### config.mk
export PLATFORM = sky130hd
export DESIGN_NAME = windowed_rms_level_detector_flat
export DESIGN_NICKNAME = d
export VERILOG_FILES = /design/src/design/wrld_pkg.sv /design/src/design/wrld_if.sv /design/src/design/wrld_acc.sv /design/src/design/wrld_div.sv /design/src/design/wrld_sqrt.sv /design/src/design/windowed_rms_level_detector.sv /design/src/flat_wrapper.sv
export SDC_FILE = /design/constraint.sdc
export NUM_CORES = 1
export LEC_CHECK = 0
export BUFFER_PORTS_ARGS = -buffer_cell sky130_fd_sc_hd__buf_2
export CAP_MARGIN = 25
export CELL_PAD_IN_SITES_DETAIL_PLACEMENT = 1
export CELL_PAD_IN_SITES_GLOBAL_PLACEMENT = 2
export CORE_UTILIZATION = 45
export CTS_BUF_LIST = sky130_fd_sc_hd__clkbuf_8
export DETAILED_ROUTE_END_ITERATION = 7
export MAX_ROUTING_LAYER = met4
export PLACE_DENSITY = 0.93
export SYNTH_ARGS = -nofsm -noshare
export SYNTH_HDL_FRONTEND = slang
export SYNTH_SLANG_ARGS = --single-unit
### constraint.sdc
create_clock -name clk -period 7.5 [get_ports clk]
set_input_delay 0.375 -clock clk [delete_from_list [all_inputs] [get_ports clk]]
set_output_delay 0.375 -clock clk [all_outputs]
set_load 0.01 [all_outputs]
### src/design/wrld_pkg.sv
package wrld_pkg;

	// Field and register widths
	localparam int SAMPLE_W    = 12;
	localparam int WIN_W       = 11;
	localparam int CFG_W       = 12;
	localparam int CFG_INDEX_W = 2;
	localparam int LEVEL_W     = 2;

	// Longest window; the remainder of a division by the window stays below it
	localparam int MAX_WINDOW = 1024;
	localparam int REM_W      = $clog2(MAX_WINDOW);

	// Squares, running sum and root
	localparam int SQUARE_W = 2 * SAMPLE_W;
	localparam int SUM_W    = 34;
	localparam int ROOT_W   = SUM_W / 2;

	// Reset values of the registers
	localparam logic [WIN_W-1:0]    WINDOW_RESET = WIN_W'(200);
	localparam logic [SAMPLE_W-1:0] OFFSET_RESET = SAMPLE_W'(2048);
	localparam logic [SAMPLE_W-1:0] QUIET_RESET  = SAMPLE_W'(124);
	localparam logic [SAMPLE_W-1:0] LOUD_RESET   = SAMPLE_W'(621);

	typedef enum logic [CFG_INDEX_W-1:0] {
		REG_WINDOW_LENGTH   = 2'd0,
		REG_MIDSCALE_OFFSET = 2'd1,
		REG_QUIET_LIMIT     = 2'd2,
		REG_LOUD_LIMIT      = 2'd3
	} cfg_reg_t;

	typedef enum logic [LEVEL_W-1:0] {
		LEVEL_QUIET    = 2'd0,
		LEVEL_MODERATE = 2'd1,
		LEVEL_LOUD     = 2'd2
	} level_t;

	// Request carrying a 34-bit sum or quotient between stages
	typedef struct packed {
		logic             valid;
		logic [SUM_W-1:0] value;
	} sum_req_t;

	// Request carrying the integer root to the output register
	typedef struct packed {
		logic              valid;
		logic [ROOT_W-1:0] root;
	} root_req_t;

	// Zero counts as one; anything above the longest window saturates
	function automatic logic [WIN_W-1:0] eff_window(input logic [WIN_W-1:0] w);
		logic [WIN_W-1:0] r;
		if (w == '0) begin
			r = WIN_W'(1);
		end else if (w > WIN_W'(MAX_WINDOW)) begin
			r = WIN_W'(MAX_WINDOW);
		end else begin
			r = w;
		end
		return r;
	endfunction

endpackage

### src/design/wrld_if.sv
interface wrld_sample_if;
	logic                          valid;
	logic                          ready;
	logic [wrld_pkg::SAMPLE_W-1:0] sample;

	modport source (output valid, output sample, input ready);
	modport sink (input valid, input sample, output ready);
endinterface

interface wrld_result_if;
	logic                          valid;
	logic                          ready;
	logic [wrld_pkg::SAMPLE_W-1:0] rms_code;
	logic [wrld_pkg::LEVEL_W-1:0]  level;

	modport source (output valid, output rms_code, output level, input ready);
	modport sink (input valid, input rms_code, input level, output ready);
endinterface

### src/design/wrld_acc.sv
module wrld_acc (
	input  logic                          clk,
	input  logic                          arst_n,
	input  logic                          in_valid,
	output logic                          in_ready,
	input  logic [wrld_pkg::SAMPLE_W-1:0] sample,
	input  logic [wrld_pkg::SAMPLE_W-1:0] midscale_offset,
	input  logic [wrld_pkg::WIN_W-1:0]    window_eff,
	output wrld_pkg::sum_req_t            sum_req,
	input  logic                          sum_ready
);

	localparam int STEP_W = $clog2(wrld_pkg::SAMPLE_W);

	typedef enum logic [1:0] {
		ACC_IDLE,
		ACC_SQUARE,
		ACC_CLOSE,
		ACC_HAND
	} acc_state_t;

	acc_state_t                    state_q;
	logic [wrld_pkg::SQUARE_W-1:0] md_q;
	logic [wrld_pkg::SAMPLE_W-1:0] mr_q;
	logic [STEP_W-1:0]             step_q;
	logic [wrld_pkg::SUM_W-1:0]    sum_q;
	logic [wrld_pkg::WIN_W-1:0]    count_q;

	logic [wrld_pkg::SAMPLE_W-1:0] mag;
	logic [wrld_pkg::WIN_W-1:0]    count_next;

	assign mag = (sample >= midscale_offset) ? (sample - midscale_offset)
	                                         : (midscale_offset - sample);
	assign count_next = count_q + wrld_pkg::WIN_W'(1);

	assign in_ready      = (state_q == ACC_IDLE);
	assign sum_req.valid = (state_q == ACC_HAND);
	assign sum_req.value = sum_q;

	always_ff @(posedge clk or negedge arst_n) begin
		if (!arst_n) begin
			state_q <= ACC_IDLE;
			md_q    <= '0;
			mr_q    <= '0;
			step_q  <= '0;
			sum_q   <= '0;
			count_q <= '0;
		end else begin
			case (state_q)
				ACC_IDLE: begin
					if (in_valid) begin
						md_q    <= wrld_pkg::SQUARE_W'(mag);
						mr_q    <= mag;
						step_q  <= '0;
						state_q <= ACC_SQUARE;
					end
				end
				ACC_SQUARE: begin
					// shift-add: one multiplier bit per cycle straight into the sum
					if (mr_q[0]) begin
						sum_q <= sum_q + wrld_pkg::SUM_W'(md_q);
					end
					md_q   <= {md_q[wrld_pkg::SQUARE_W-2:0], 1'b0};
					mr_q   <= {1'b0, mr_q[wrld_pkg::SAMPLE_W-1:1]};
					step_q <= step_q + STEP_W'(1);
					if (step_q == STEP_W'(wrld_pkg::SAMPLE_W - 1)) begin
						state_q <= ACC_CLOSE;
					end
				end
				ACC_CLOSE: begin
					if (count_next >= window_eff) begin
						state_q <= ACC_HAND;
					end else begin
						count_q <= count_next;
						state_q <= ACC_IDLE;
					end
				end
				ACC_HAND: begin
					if (sum_ready) begin
						sum_q   <= '0;
						count_q <= '0;
						state_q <= ACC_IDLE;
					end
				end
				default: begin
					state_q <= ACC_IDLE;
				end
			endcase
		end
	end

	// A window always closes before the count reaches the longest window
	a_count_bound: assert property (@(posedge clk) disable iff (!arst_n)
		count_q < wrld_pkg::WIN_W'(wrld_pkg::MAX_WINDOW))
		else $error("sample count reached the longest window without closing");

endmodule

### src/design/wrld_div.sv
module wrld_div (
	input  logic                       clk,
	input  logic                       arst_n,
	input  wrld_pkg::sum_req_t         dividend_req,
	output logic                       dividend_ready,
	input  logic [wrld_pkg::WIN_W-1:0] divisor,
	output wrld_pkg::sum_req_t         quot_req,
	input  logic                       quot_ready
);

	localparam int STEP_W = $clog2(wrld_pkg::SUM_W);

	typedef enum logic [1:0] {
		DIV_IDLE,
		DIV_RUN,
		DIV_DONE
	} div_state_t;

	div_state_t                 state_q;
	logic [wrld_pkg::SUM_W-1:0] q_q;
	logic [wrld_pkg::REM_W-1:0] rem_q;
	logic [wrld_pkg::WIN_W-1:0] div_q;
	logic [STEP_W-1:0]          step_q;

	logic [wrld_pkg::WIN_W-1:0] trial;
	logic [wrld_pkg::WIN_W-1:0] diff;
	logic                       ge;

	// restoring division, one quotient bit per cycle
	assign trial = wrld_pkg::WIN_W'({rem_q, q_q[wrld_pkg::SUM_W-1]});
	assign ge    = (trial >= div_q);
	assign diff  = trial - div_q;

	assign dividend_ready = (state_q == DIV_IDLE);
	assign quot_req.valid = (state_q == DIV_DONE);
	assign quot_req.value = q_q;

	always_ff @(posedge clk or negedge arst_n) begin
		if (!arst_n) begin
			state_q <= DIV_IDLE;
			q_q     <= '0;
			rem_q   <= '0;
			div_q   <= wrld_pkg::WIN_W'(1);
			step_q  <= '0;
		end else begin
			case (state_q)
				DIV_IDLE: begin
					if (dividend_req.valid) begin
						q_q     <= dividend_req.value;
						rem_q   <= '0;
						div_q   <= divisor;
						step_q  <= '0;
						state_q <= DIV_RUN;
					end
				end
				DIV_RUN: begin
					q_q    <= {q_q[wrld_pkg::SUM_W-2:0], ge};
					rem_q  <= ge ? diff[wrld_pkg::REM_W-1:0] : trial[wrld_pkg::REM_W-1:0];
					step_q <= step_q + STEP_W'(1);
					if (step_q == STEP_W'(wrld_pkg::SUM_W - 1)) begin
						state_q <= DIV_DONE;
					end
				end
				DIV_DONE: begin
					if (quot_ready) begin
						state_q <= DIV_IDLE;
					end
				end
				default: begin
					state_q <= DIV_IDLE;
				end
			endcase
		end
	end

	a_rem_below_divisor: assert property (@(posedge clk) disable iff (!arst_n)
		(state_q == DIV_RUN) |-> (div_q != '0) && (wrld_pkg::WIN_W'(rem_q) < div_q))
		else $error("partial remainder not below a non-zero divisor");

endmodule

### src/design/wrld_sqrt.sv
module wrld_sqrt (
	input  logic                clk,
	input  logic                arst_n,
	input  wrld_pkg::sum_req_t  rad_req,
	output logic                rad_ready,
	output wrld_pkg::root_req_t root_req,
	input  logic                root_ready
);

	localparam int STEP_W  = $clog2(wrld_pkg::ROOT_W);
	localparam int REM_W   = wrld_pkg::ROOT_W + 1;
	localparam int SHIFT_W = REM_W + 2;

	typedef enum logic [1:0] {
		SQ_IDLE,
		SQ_RUN,
		SQ_DONE
	} sq_state_t;

	sq_state_t                   state_q;
	logic [wrld_pkg::SUM_W-1:0]  rad_q;
	logic [REM_W-1:0]            rem_q;
	logic [wrld_pkg::ROOT_W-1:0] root_q;
	logic [STEP_W-1:0]           step_q;

	logic [SHIFT_W-1:0] shifted;
	logic [SHIFT_W-1:0] trial;
	logic [SHIFT_W-1:0] diff;
	logic               ge;

	// digit-by-digit root: two radicand bits in, one root bit out per cycle
	assign shifted = {rem_q, rad_q[wrld_pkg::SUM_W-1 -: 2]};
	assign trial   = SHIFT_W'({root_q, 2'b01});
	assign ge      = (shifted >= trial);
	assign diff    = shifted - trial;

	assign rad_ready     = (state_q == SQ_IDLE);
	assign root_req.valid = (state_q == SQ_DONE);
	assign root_req.root  = root_q;

	always_ff @(posedge clk or negedge arst_n) begin
		if (!arst_n) begin
			state_q <= SQ_IDLE;
			rad_q   <= '0;
			rem_q   <= '0;
			root_q  <= '0;
			step_q  <= '0;
		end else begin
			case (state_q)
				SQ_IDLE: begin
					if (rad_req.valid) begin
						rad_q   <= rad_req.value;
						rem_q   <= '0;
						root_q  <= '0;
						step_q  <= '0;
						state_q <= SQ_RUN;
					end
				end
				SQ_RUN: begin
					rad_q  <= {rad_q[wrld_pkg::SUM_W-3:0], 2'b00};
					rem_q  <= ge ? diff[REM_W-1:0] : shifted[REM_W-1:0];
					root_q <= {root_q[wrld_pkg::ROOT_W-2:0], ge};
					step_q <= step_q + STEP_W'(1);
					if (step_q == STEP_W'(wrld_pkg::ROOT_W - 1)) begin
						state_q <= SQ_DONE;
					end
				end
				SQ_DONE: begin
					if (root_ready) begin
						state_q <= SQ_IDLE;
					end
				end
				default: begin
					state_q <= SQ_IDLE;
				end
			endcase
		end
	end

	// the remainder never exceeds twice the partial root
	a_rem_bound: assert property (@(posedge clk) disable iff (!arst_n)
		(state_q == SQ_RUN) |-> (rem_q <= {root_q, 1'b0}))
		else $error("root remainder exceeds twice the partial root");

endmodule

### src/design/windowed_rms_level_detector.sv
// Windowed RMS level detector.
// samples (sink): one 12-bit ADC code per request. Each is centred on
// midscale_offset, squared by a bit-serial shift-add unit and added to a
// running sum. results (source): one request per closed window carrying
// rms_code = floor(sqrt(floor(sum / window))) and a level of quiet,
// moderate or loud against quiet_limit and loud_limit.
// Configuration: cfg_wen, cfg_index, cfg_data write one register per edge;
// write only while the block is idle.
// Flow: a sample that does not close a window holds the input while it is
// loaded, squared in the squaring unit and counted. A closing sample goes
// on through a radix-2 divider and a digit-serial square root before a
// valid result appears. The squarer is free again after handing over the
// sum, so later samples overlap the division; with window_length 1 the
// divider sets the pace.
// Reset clears the sum and count and loads the register defaults (window
// 200, offset 2048, limits 124 and 621). A stalled receiver holds the result
// in the output register; the next result then waits in the root unit, and
// the sample input stalls once the divider and squarer behind it are full.
module windowed_rms_level_detector (
	input  logic                             clk,
	input  logic                             arst_n,
	input  logic                             cfg_wen,
	input  logic [wrld_pkg::CFG_INDEX_W-1:0] cfg_index,
	input  logic [wrld_pkg::CFG_W-1:0]       cfg_data,
	wrld_sample_if.sink                      samples,
	wrld_result_if.source                    results
);

	// Configuration registers
	logic [wrld_pkg::WIN_W-1:0]    window_length_q;
	logic [wrld_pkg::SAMPLE_W-1:0] midscale_offset_q;
	logic [wrld_pkg::SAMPLE_W-1:0] quiet_limit_q;
	logic [wrld_pkg::SAMPLE_W-1:0] loud_limit_q;

	// Output register
	logic                          out_valid_q;
	logic [wrld_pkg::SAMPLE_W-1:0] rms_q;
	wrld_pkg::level_t              level_q;

	// Stage requests
	wrld_pkg::sum_req_t  sum_req;
	logic                sum_ready;
	wrld_pkg::sum_req_t  quot_req;
	logic                quot_ready;
	wrld_pkg::root_req_t root_req;
	logic                root_ready;

	logic [wrld_pkg::WIN_W-1:0] window_eff;
	wrld_pkg::level_t           level_next;
	logic                       acc_ready;

	assign window_eff = wrld_pkg::eff_window(window_length_q);

	// Hold config registers; a write lands on the addressed one only
	always_ff @(posedge clk or negedge arst_n) begin
		if (!arst_n) begin
			window_length_q   <= wrld_pkg::WINDOW_RESET;
			midscale_offset_q <= wrld_pkg::OFFSET_RESET;
			quiet_limit_q     <= wrld_pkg::QUIET_RESET;
			loud_limit_q      <= wrld_pkg::LOUD_RESET;
		end else if (cfg_wen) begin
			case (wrld_pkg::cfg_reg_t'(cfg_index))
				wrld_pkg::REG_WINDOW_LENGTH: begin
					window_length_q <= cfg_data[wrld_pkg::WIN_W-1:0];
				end
				wrld_pkg::REG_MIDSCALE_OFFSET: begin
					midscale_offset_q <= cfg_data[wrld_pkg::SAMPLE_W-1:0];
				end
				wrld_pkg::REG_QUIET_LIMIT: begin
					quiet_limit_q <= cfg_data[wrld_pkg::SAMPLE_W-1:0];
				end
				wrld_pkg::REG_LOUD_LIMIT: begin
					loud_limit_q <= cfg_data[wrld_pkg::SAMPLE_W-1:0];
				end
				default: begin
				end
			endcase
		end
	end

	// Square and accumulate, then close the window
	wrld_acc u_acc (
		.clk             (clk),
		.arst_n          (arst_n),
		.in_valid        (samples.valid),
		.in_ready        (acc_ready),
		.sample          (samples.sample),
		.midscale_offset (midscale_offset_q),
		.window_eff      (window_eff),
		.sum_req         (sum_req),
		.sum_ready       (sum_ready)
	);

	assign samples.ready = acc_ready;

	// Divide the closed sum by the effective window
	wrld_div u_div (
		.clk            (clk),
		.arst_n         (arst_n),
		.dividend_req   (sum_req),
		.dividend_ready (sum_ready),
		.divisor        (window_eff),
		.quot_req       (quot_req),
		.quot_ready     (quot_ready)
	);

	// Integer square root of the mean square
	wrld_sqrt u_sqrt (
		.clk        (clk),
		.arst_n     (arst_n),
		.rad_req    (quot_req),
		.rad_ready  (quot_ready),
		.root_req   (root_req),
		.root_ready (root_ready)
	);

	// Classify on the full root; crossed limits fall through to loud
	always_comb begin
		if (root_req.root < wrld_pkg::ROOT_W'(quiet_limit_q)) begin
			level_next = wrld_pkg::LEVEL_QUIET;
		end else if (root_req.root < wrld_pkg::ROOT_W'(loud_limit_q)) begin
			level_next = wrld_pkg::LEVEL_MODERATE;
		end else begin
			level_next = wrld_pkg::LEVEL_LOUD;
		end
	end

	// Take a new root whenever the output register is empty or being drained
	assign root_ready = !out_valid_q || results.ready;

	always_ff @(posedge clk or negedge arst_n) begin
		if (!arst_n) begin
			out_valid_q <= 1'b0;
			rms_q       <= '0;
			level_q     <= wrld_pkg::LEVEL_QUIET;
		end else begin
			if (root_req.valid && root_ready) begin
				out_valid_q <= 1'b1;
				rms_q       <= root_req.root[wrld_pkg::SAMPLE_W-1:0];
				level_q     <= level_next;
			end else if (results.ready) begin
				out_valid_q <= 1'b0;
			end
		end
	end

	assign results.valid    = out_valid_q;
	assign results.rms_code = rms_q;
	assign results.level    = level_q;

endmodule
### src/flat_wrapper.sv
// flat-port wrapper written by rule: the top's interface ports become plain ports
module windowed_rms_level_detector_flat 
  (clk, arst_n, cfg_wen, cfg_index, cfg_data, samples_valid, samples_sample, samples_ready, results_valid, results_rms_code, results_level, results_ready);
  wrld_sample_if samples_i ();
  wrld_result_if results_i ();
  input  logic clk;
  input  logic arst_n;
  input  logic cfg_wen;
  input  logic [wrld_pkg::CFG_INDEX_W-1:0] cfg_index;
  input  logic [wrld_pkg::CFG_W-1:0] cfg_data;
  input wire logic [$bits(samples_i.valid)-1:0] samples_valid;
  input wire logic [$bits(samples_i.sample)-1:0] samples_sample;
  output wire logic [$bits(samples_i.ready)-1:0] samples_ready;
  output wire logic [$bits(results_i.valid)-1:0] results_valid;
  output wire logic [$bits(results_i.rms_code)-1:0] results_rms_code;
  output wire logic [$bits(results_i.level)-1:0] results_level;
  input wire logic [$bits(results_i.ready)-1:0] results_ready;
  assign samples_i.valid = samples_valid;
  assign samples_i.sample = samples_sample;
  assign samples_ready = samples_i.ready;
  assign results_valid = results_i.valid;
  assign results_rms_code = results_i.rms_code;
  assign results_level = results_i.level;
  assign results_i.ready = results_ready;
  windowed_rms_level_detector u_core (.clk(clk), .arst_n(arst_n), .cfg_wen(cfg_wen), .cfg_index(cfg_index), .cfg_data(cfg_data), .samples(samples_i), .results(results_i));
endmodule
# Yosys cells after proc, flatten, opt, wreduce, memory -nomap -nowiden

Cells that the tools add are included.

Eq/ne operators: 24
$lt $le $gt $ge: 7
Add/sub/neg operators: 9
Reduce and logical (&&, ||, !) cells: 27
Mux-type cells: 48

Operators with widths:

| kind                                                           | number |
|---|---|
| 34-bit case mux with 2 select lines                            | 3 |
| 34-bit 2-to-1 mux                                              | 4 |
| 24-bit case mux with 2 select lines                            | 1 |
| 11-bit 2-to-1 mux                                              | 4 |
| 18-bit 2-to-1 mux                                              | 2 |
| 18-bit case mux with 2 select lines                            | 1 |
| 34-bit by 24-bit adder with 34-bit output                      | 1 |
| 17-bit by 12-bit < comparator with 1-bit output                | 2 |
| 17-bit case mux with 2 select lines                            | 1 |
| 12-bit 2-to-1 mux                                              | 2 |
| 2-bit 2-to-1 mux                                               | 12 |
| 24-bit 2-to-1 mux                                              | 1 |
| 12-bit case mux with 2 select lines                            | 1 |
| 12-bit subtractor                                              | 2 |
| 11-bit greater-or-equal comparator                             | 2 |
| 11-bit case mux with 2 select lines                            | 1 |
| 20-bit by 19-bit greater-or-equal comparator with 1-bit output | 1 |
| 10-bit 2-to-1 mux                                              | 2 |
| 10-bit case mux with 2 select lines                            | 1 |
| 2-bit inequality test, second input constant                   | 9 |
| 18-bit subtractor                                              | 1 |
| 17-bit 2-to-1 mux                                              | 1 |
| 2-bit AND reduction                                            | 8 |
| 3-bit AND reduction                                            | 5 |
| other kinds (28)                                               | 47 |

Bits in registers: 288
Output and inout port bits: 16
Word-level logic and storage cells: 138
Input bits: 31

# Depth between registers and ports, before layout

Gate-level depths: netlist of the first run.

Word-level depth: 6
Mapped depth: 13
Mapped depth without buffers: 12

# Modules after synthesis

A second synthesis of the first run with hierarchy kept.

Cell total of the unflattened synthesis: 1833
Area, all modules: 17295.3 sq um

Modules (own cells, without submodules):

| module                      | seq. area each (sq um) | instances | cells an instance | area each (sq um) |
|---|---|---|---|---|
| wrld_acc                    | 2177.1                 | 1         | 713               | 6324.8 |
| wrld_sqrt                   | 1901.8                 | 1         | 521               | 4649.5 |
| wrld_div                    | 1577.8                 | 1         | 362               | 3314.4 |
| windowed_rms_level_detector | 1570.3                 | 1         | 237               | 3006.6 |

# Worst setup path after synthesis of the first run

No wires, ideal clock.

Kind: reg-to-reg
From: reg u_core.u_acc.count_q[0] (netlist bit)
To: reg u_core.u_acc.count_q[0] (netlist bit)
Library setup time: 0.121 ns
Stages on the path, launching flop included: 14
Arrival: 2.890 ns
Data required time: 7.379 ns
Period minus slack after synthesis: 3.011 ns
Path slack: 4.489 ns
Path through: dfrtp_1 > and3_1 > nand3_1 > nor2_1 > nand3_1 > xnor2_1 > ha_1 > a211oi_1 > o211ai_1 > o21bai_1 > a31oi_1 > clkbuf_1 > a21oi_1 > a22o_1

Longest elaborated chain between the ends: 4
Elaborated cells between the ends (all ways): 6
Those cells by class: add/sub: 1; order compare: 1; eq/ne: 1; mux: 2; reduce/logical: 1

Ends and longest elaborated chain:

| element                                    | RTL line       | text |
|---|---|---|
| start: declaration                         | wrld_acc.sv:27 | `logic [wrld_pkg::WIN_W-1:0] count_q;` |
| start signal: assignment                   | wrld_acc.sv:74 | `count_q <= count_next;` |
| 11-bit by 1-bit adder with 11-bit output * | wrld_acc.sv:34 | `assign count_next = count_q + wrld_pkg::WIN_W'(1);` |
| 11-bit greater-or-equal comparator         | wrld_acc.sv:71 | `if (count_next >= window_eff) begin` |
| 2-bit inequality test (no source line)     | --             |  |
| 3-bit AND reduction (no source line)       | --             |  |

Mark *: on every way between the ends. The rest lies on a longest branch, timed or not. The select of a mux whose other input is x is not followed.
A chain may end at the register's enable or synchronous reset.

# Final worst setup path of the first run

Same ends and word-level chain as after synthesis.

==> metrics.log, run 1 <==
INFO  metric dp_hpwl = 32,000 um
INFO  metric critPathCaptureType = flip-flop
INFO  metric synth_top_cell_area_share = 40.9%
INFO  metric total_wirelength = about 46,000 um
INFO  metric post_synth_most_frequent_cells = dfrtp_1, nand2_1, inv_1
INFO  metric clock_tree.root_cell = clkbuf_8
INFO  metric cts_setup_buffers = 0
INFO  metric detail_route.first_pass.iterations = 8
INFO  metric synth_adder_area_share = 9.21%
INFO  metric gr-usage-all-layers = 25.4%
INFO  metric seq_area_frac_synth = 43.4%
INFO  metric fin_skew = ~0.033 ns
INFO  metric synth_ff_type = dfrtp_1
INFO  metric post-synth-top-count-cell = dfrtp_1
INFO  metric maximum_number_of_pins_on_one_net_before_global_route_repair = 190
INFO  metric floorplan.die_area = between 30,000 and 40,000 um^2
INFO  metric finalHoldWorstSlack = 0.0555 ns
INFO  metric worst-endpoint-required = approximately 8 ns
INFO  metric timing.final.max_slew_violations = 0
INFO  metric grt_first_pass_wirelength = 75,600 um
INFO  metric cts_sinks = 288
INFO  metric die_y = 194 um
INFO  metric clk_pin_slew = approximately 0.060 ns
INFO  metric clock_latency = 0.63 ns
INFO  metric syn_area = 16,600 um^2
INFO  metric ctsResizeCount = 0
INFO  metric dominant_combinational_cell_family_by_area_after_synthesis = compound AO/OA/AOI/OAI gates
INFO  metric yosys.area_share.simple = around 14%
INFO  metric ys_seq_elements = 288
INFO  metric setup_repair_after_global_routing_missed_its_margin = no
INFO  metric clock_tree_from_tritoncts = built
INFO  metric critical_path_peak_fanout = 11
INFO  metric crit_type = reg2reg
INFO  metric hold_viol_final = 0
INFO  metric final_min_period_over_clock_period = 53.4%
INFO  metric maxCapViolCount = 0
INFO  metric number_of_vias_per_cell = ~6
INFO  metric number_of_global_route_vias_before_repair = 14,400
INFO  metric syn_avg_cell_area = 9.39 um^2
INFO  metric crit_path_start_kind = flip-flop
INFO  metric drc_errors = 0
INFO  metric synth.largest_area_cell = dfrtp_1
INFO  metric worst-endpoint-arrival = around 4.5 ns
INFO  metric detail_route.iter0.violations = 748
INFO  metric leakage = 9.12 nW
INFO  metric num_io_pins = 47
INFO  metric wire_per_inst = 19.8 um
INFO  metric hold_path_class = in2reg
INFO  metric finalSetupViolCount = 0
INFO  metric fraction_of_the_mapped_netlist_area_in_compound_gates = between 10% and 20%
INFO  metric numPortBuffers = 46
INFO  metric layoutNonFillerInstCount = between 2,000 and 2,500
INFO  metric layout-drive-gt1-share = 12.1%
INFO  metric ctsLongestPathBuffers = 3
INFO  metric dr_total_vias = 13,700
INFO  metric setup_tns = 0 ns
INFO  metric die_width = between 150 and 200 um
INFO  metric async_reset_ff_share = 100%
INFO  metric antenna_found_initial = 0
INFO  metric antennaDiodeCount = 0
INFO  metric initial_utilization = 45.6%
INFO  metric synth_cell_type_count = 74
INFO  metric synth_mux_area_share = 5.23%
INFO  metric area_growth = 11.5%
INFO  metric synth_edf_count = 0
INFO  metric timing.final.crit_period = 4.00 ns
INFO  metric globalRouteOverflowTotal = 0
INFO  metric netlist_top_cells_area = dfrtp_1, ha_1, nand2_1
INFO  metric worst_slew_margin_rel = 31.1%
INFO  metric maxClockFrequency = 250 MHz
INFO  metric power_per_cell_area = 349 nW/um^2
INFO  metric coreArea = 36,500 um^2
INFO  metric result_of_the_run = finished, final reports clean
INFO  metric synthCells = about 1,800
INFO  metric detailed_place.area = ~17,000 um^2
INFO  metric place_congestion = 0.860
INFO  metric syn-num-nets = 1,922
INFO  metric vdd_drop_max = 0.233 mV
INFO  metric drt.antenna.violating_nets = 0
INFO  metric synth.yosys.warnings = 0
INFO  metric placement_rows = 70
INFO  metric design.final.nets = between 1,500 and 2,000
INFO  metric ctsHoldBuffers = 4
INFO  metric worst-slew-pin-transition = ~1.0 ns
INFO  metric cts_buffers = 53
INFO  metric area_of_all_placed_cells_without_fillers = ~19,000 um^2
INFO  metric place.detailed.instances = 2,212
INFO  metric cts.htree.levels = 2
INFO  metric synthXorXnorAreaFrac = under 10%
## where the power goes
| group | internal, mW | leakage, nW | switching [mW] | total [mW] |
|---|---|---|---|---|
| clock | 0.992 | 0.656 | 0.715 | 1.71 |
| sequential | 1.92 | 3.75 | 0.348 | 2.27 |
| combinational | 1.01 | 4.72 | 1.49 | 2.50 |
## cells in the final DEF (no fill, tap or decap), types with 45 or more instances in the layout
master and count:
dfrtp_1 272, nand2_1 218, inv_1 135, ha_1 116, a21oi_1 100, nor2_1 96
o21ai_0 83, clkbuf_8 65, nand3_1 58, mux2_2 45, buf_2 45
## state kept, by name, indices dropped and copies added (netlist names), 12 cells and up
register / count
u_core.loud_limit_q: 12
u_core.midscale_offset_q: 12
u_core.quiet_limit_q: 12
u_core.results.rms_code: 12
u_core.u_acc.md_q: 24
u_core.u_acc.mr_q: 12
u_core.u_acc.sum_q: 34
u_core.u_div.q_q: 34
u_core.u_sqrt.rad_q: 34
u_core.u_sqrt.rem_q: 18
u_core.u_sqrt.root_q: 17
## per-layer routing
metal  up-vias  share of wire [%]  GRT usage, %
met2       180                 48          41.2
met1      6973                 47          33.3
li1       6452                  -             -
met5         -                  0             -
met3        67                3.1          3.29
met4         0                1.9          7.03
## worst paths after layout
path	cells past startpoint	start	slack, ns	to
setup / recovery	12	u_core.u_acc.count_q[0]	3.50	u_core.u_acc.count_q[0]
hold / removal	2	cfg_data[11]	0.06	u_core.loud_limit_q[11]
setup reg to reg	12	u_core.u_acc.count_q[0]	3.50	u_core.u_acc.count_q[0]
hold reg to reg	2	u_core.results.rms_code[7]	0.48	u_core.results.rms_code[7]
max in group asynchronous	3	arst_n	5.61	u_core.u_acc.mr_q[2]
min in group asynchronous	2	arst_n	0.39	u_core.u_sqrt.root_q[15]
## stage by stage
step           util, %  worst slack [ns]  power [mW]
6_report          50.8              3.50        6.47
5_1_grt           50.8              3.17        6.92
4_1_cts           50.6              3.53        6.50
3_5_place_dp      47.3              3.58        4.74
3_3_place_gp      47.3              3.76        4.61
2_1_floorplan        -              4.49        4.02
## layout make-up
class | instances | area (um^2)
Inverter | 123 | 462
Clock inverter | 32 | 305
Timing Repair Buffer | 68 | 460
Sequential cell | 288 | 7230
Tap cell | 468 | 586
Clock buffer | 65 | 895
Multi-Input combinational cell | 1271 | 8610
Fill cell | 4146 | 18000
## worst max-delay path: stages, from the launching register on
cell and delay [ns]:
dfrtp_1 0.46, and3_1 0.19, nand3_1 0.13, nor2_1 0.32, nand3_1 0.14, xnor2_1 0.27
ha_1 0.30, a211oi_1 0.33, o211ai_1 0.15, o21bai_1 0.19, a31oi_1 0.74, a21oi_1 0.35
a22o_1 0.32
## kinds of logic (layout without fill, tap and decap cells)
group	Yosys count	after routing
AO/OA/AOI/OAI	501	501
XOR/XNOR	57	57
adder cells (fa/ha/maj)	120	120
buffers and inverters	212	288
flip-flops	288	288
multiplexers	81	81
AND/OR/NAND/NOR	512	512
Power figures use the tool's default switching activity.
==> run 2: changes to the inputs <==
--- a/config.mk
+++ b/config.mk
@@ -9,11 +9,11 @@
 export CAP_MARGIN = 25
 export CELL_PAD_IN_SITES_DETAIL_PLACEMENT = 1
 export CELL_PAD_IN_SITES_GLOBAL_PLACEMENT = 2
-export CORE_UTILIZATION = 45
+export CORE_UTILIZATION = 38
 export CTS_BUF_LIST = sky130_fd_sc_hd__clkbuf_8
 export DETAILED_ROUTE_END_ITERATION = 7
 export MAX_ROUTING_LAYER = met4
-export PLACE_DENSITY = 0.93
+export PLACE_DENSITY = 0.84
 export SYNTH_ARGS = -nofsm -noshare
 export SYNTH_HDL_FRONTEND = slang
 export SYNTH_SLANG_ARGS = --single-unit
==> constraint.sdc (replaced) <==
create_clock -name clk -period 3.5 [get_ports clk]
set_input_delay 0.175 -clock clk [delete_from_list [all_inputs] [get_ports clk]]
set_output_delay 0.175 -clock clk [all_outputs]
set_load 0.01 [all_outputs]
==> metrics.log, run 2 (same netlist as run 1, synthesis figures left out) <==
INFO  metric result_of_the_run = finished, final reports clean
INFO  metric clock_tree_from_tritoncts = built
INFO  metric area_growth = 12.6%
INFO  metric number_of_global_route_vias_before_repair = 14,500
INFO  metric critical_path_peak_fanout = 8
INFO  metric power_per_cell_area = 717 nW/um^2
INFO  metric setup_tns = 0 ns
INFO  metric antenna_found_initial = 0
INFO  metric num_io_pins = 47
INFO  metric maximum_number_of_pins_on_one_net_before_global_route_repair = 100
INFO  metric coreArea = 43,200 um^2
INFO  metric place_congestion = between 0.8 and 0.9
INFO  metric worst-endpoint-required = 3.97 ns
INFO  metric drt.antenna.violating_nets = 0
INFO  metric total_wirelength = 45,700 um
INFO  metric crit_type = reg2reg
INFO  metric numPortBuffers = 46
INFO  metric cts_setup_buffers = 0
INFO  metric detail_route.first_pass.iterations = 8
INFO  metric layout.cells.most_common = dfrtp_1
INFO  metric hold_path_class = in2async
INFO  metric place.detailed.instances = 2,340
INFO  metric worst-endpoint-arrival = 3.62 ns
INFO  metric timing.final.crit_period = 3.15 ns
INFO  metric clock_latency = between 0.6 and 0.7 ns
INFO  metric gr-usage-all-layers = 21.5%
INFO  metric cts_sinks = roughly 290
INFO  metric cts_buffers = 53
INFO  metric detail_route.iter0.violations = between 700 and 800
INFO  metric finalSetupViolCount = 0
INFO  metric final_min_period_over_clock_period = 89.9%
INFO  metric globalRouteOverflowTotal = 0
INFO  metric layoutNonFillerInstCount = 2,450
INFO  metric dr_total_vias = 13,500
INFO  metric setup_repair_after_global_routing_missed_its_margin = no
INFO  metric layout-drive-gt1-share = 12.0%
INFO  metric floorplan.die_area = around 45,000 um^2
INFO  metric ctsLongestPathBuffers = 3
INFO  metric top_regs = u_core.u_acc.sum_q x34, u_core.u_div.q_q x34, u_core.u_sqrt.rad_q x34
INFO  metric worst-slew-pin-transition = 0.991 ns
INFO  metric utilization = between 40% and 50%
INFO  metric clock_tree.root_cell = clkbuf_8
INFO  metric die_y = 211 um
INFO  metric fin_skew = 0.0359 ns
INFO  metric maxClockFrequency = 318 MHz
INFO  metric cts.htree.levels = 2
INFO  metric layout_common_cells = dfrtp_1, nand2_1, inv_1, ha_1, a21oi_1
INFO  metric placement_rows = 76
INFO  metric hold_viol_final = 0
INFO  metric crit_path_start_kind = flip-flop
INFO  metric leakage = 9.17 nW
INFO  metric timing.final.max_slew_violations = 0
INFO  metric grt_first_pass_wirelength = around 75,000 um
INFO  metric critPathCaptureType = flip-flop
INFO  metric area_of_all_placed_cells_without_fillers = 18,700 um^2
INFO  metric die_width = 211 um
INFO  metric design.final.nets = 1,976
INFO  metric dp_hpwl = 32,100 um
INFO  metric number_of_vias_per_cell = 5.50
INFO  metric maxCapViolCount = 0
INFO  metric clk_pin_slew = 0.05 ns
INFO  metric worst_slew_margin_rel = about 34%
INFO  metric wire_per_inst = 18.6 um
INFO  metric initial_utilization = between 30% and 40%
INFO  metric finalHoldWorstSlack = 0.0715 ns
INFO  metric vdd_drop_max = 0.340 mV
INFO  metric detailed_place.area = 17,500 um^2
INFO  metric drc_errors = 0
-- run 2: cell types whose count changed in the layout (fill, tap and decap cells not counted), moves of 2 or more --
cell	before	now
clkinvlp_4	4	1
bufinv_16	6	2
dlygate4sd3_1	4	15
inv_1	135	143
clkinv_2	10	5
diode_2	0	2
buf_4	15	25
-- run 2: worst paths after layout --
| kind | startpoint | end | slack [ns] | depth (start not counted) |
|---|---|---|---|---|
| max | u_core.u_acc.count_q[0] | u_core.u_acc.count_q[8] | 0.35 | 13 |
| min | arst_n | u_core.u_sqrt.rad_q[18] | 0.07 | 2 |
| max reg2reg | u_core.u_acc.count_q[0] | u_core.u_acc.count_q[8] | 0.35 | 13 |
| min reg2reg | u_core.u_div.div_q[0] | u_core.u_div.div_q[0] | 0.47 | 2 |
| max in group asynchronous | arst_n | u_core.u_acc.count_q[5] | 2.46 | 3 |
| min in group clk | samples_sample[0] | u_core.u_acc.md_q[0] | 0.07 | 4 |
-- run 2: area by class of cell --
type,count,area (um^2)
clock inverter,28,168
tap,585,732
clock buffer,65,895
inverter,123,462
timing repair buffer,88,618
multi-input combinational,1271,8630
sequential,288,7230
antenna,2,5.00
fill,5041,24400
-- run 2: through the flow --
stage	worst slack, ns	total power [mW]
6_report	0.355	13.4
5_1_grt	0.0653	14.5
4_1_cts	0.127	13.6
2_1_floorplan	0.489	8.62
3_3_place_gp	0.297	9.96
3_5_place_dp	0.179	10.2
-- run 2: metal layers --
metal	vias up	global-route usage, %	part of all wire (%)
met5	-	-	0
met4	0	6.75	2.3
met3	69	2.82	3.0
met2	182	34.7	48
met1	6729	28.0	47
li1	6486	-	-
-- run 2: what timing repair did --
| action | CTS | global route |
|---|---|---|
| endpoints found under the hold margin | 113 | 0 |
| setup endpoints to repair | 0 | 12 |
| gates resized for setup | 0 | 4 |
| hold buffers | 15 | 0 |
-- run 2: power breakdown --
part | internal [mW] | switching (mW)
Combinational | 2.16 | 3.17
Clock | 1.81 | 1.48
Sequential | 4.12 | 0.681
-- run 2: worst max-delay path, stage by stage, from the launching register on --
cell and delay, ns:
dfrtp_1 0.45, and3_1 0.19, nand3_1 0.15, nor2_2 0.22
nand3_1 0.11, xnor2_1 0.25, ha_1 0.31, a211oi_2 0.27
o211ai_1 0.12, o21bai_1 0.18, a31oi_2 0.27, buf_4 0.21
a21o_1 0.19, a31oi_1 0.10
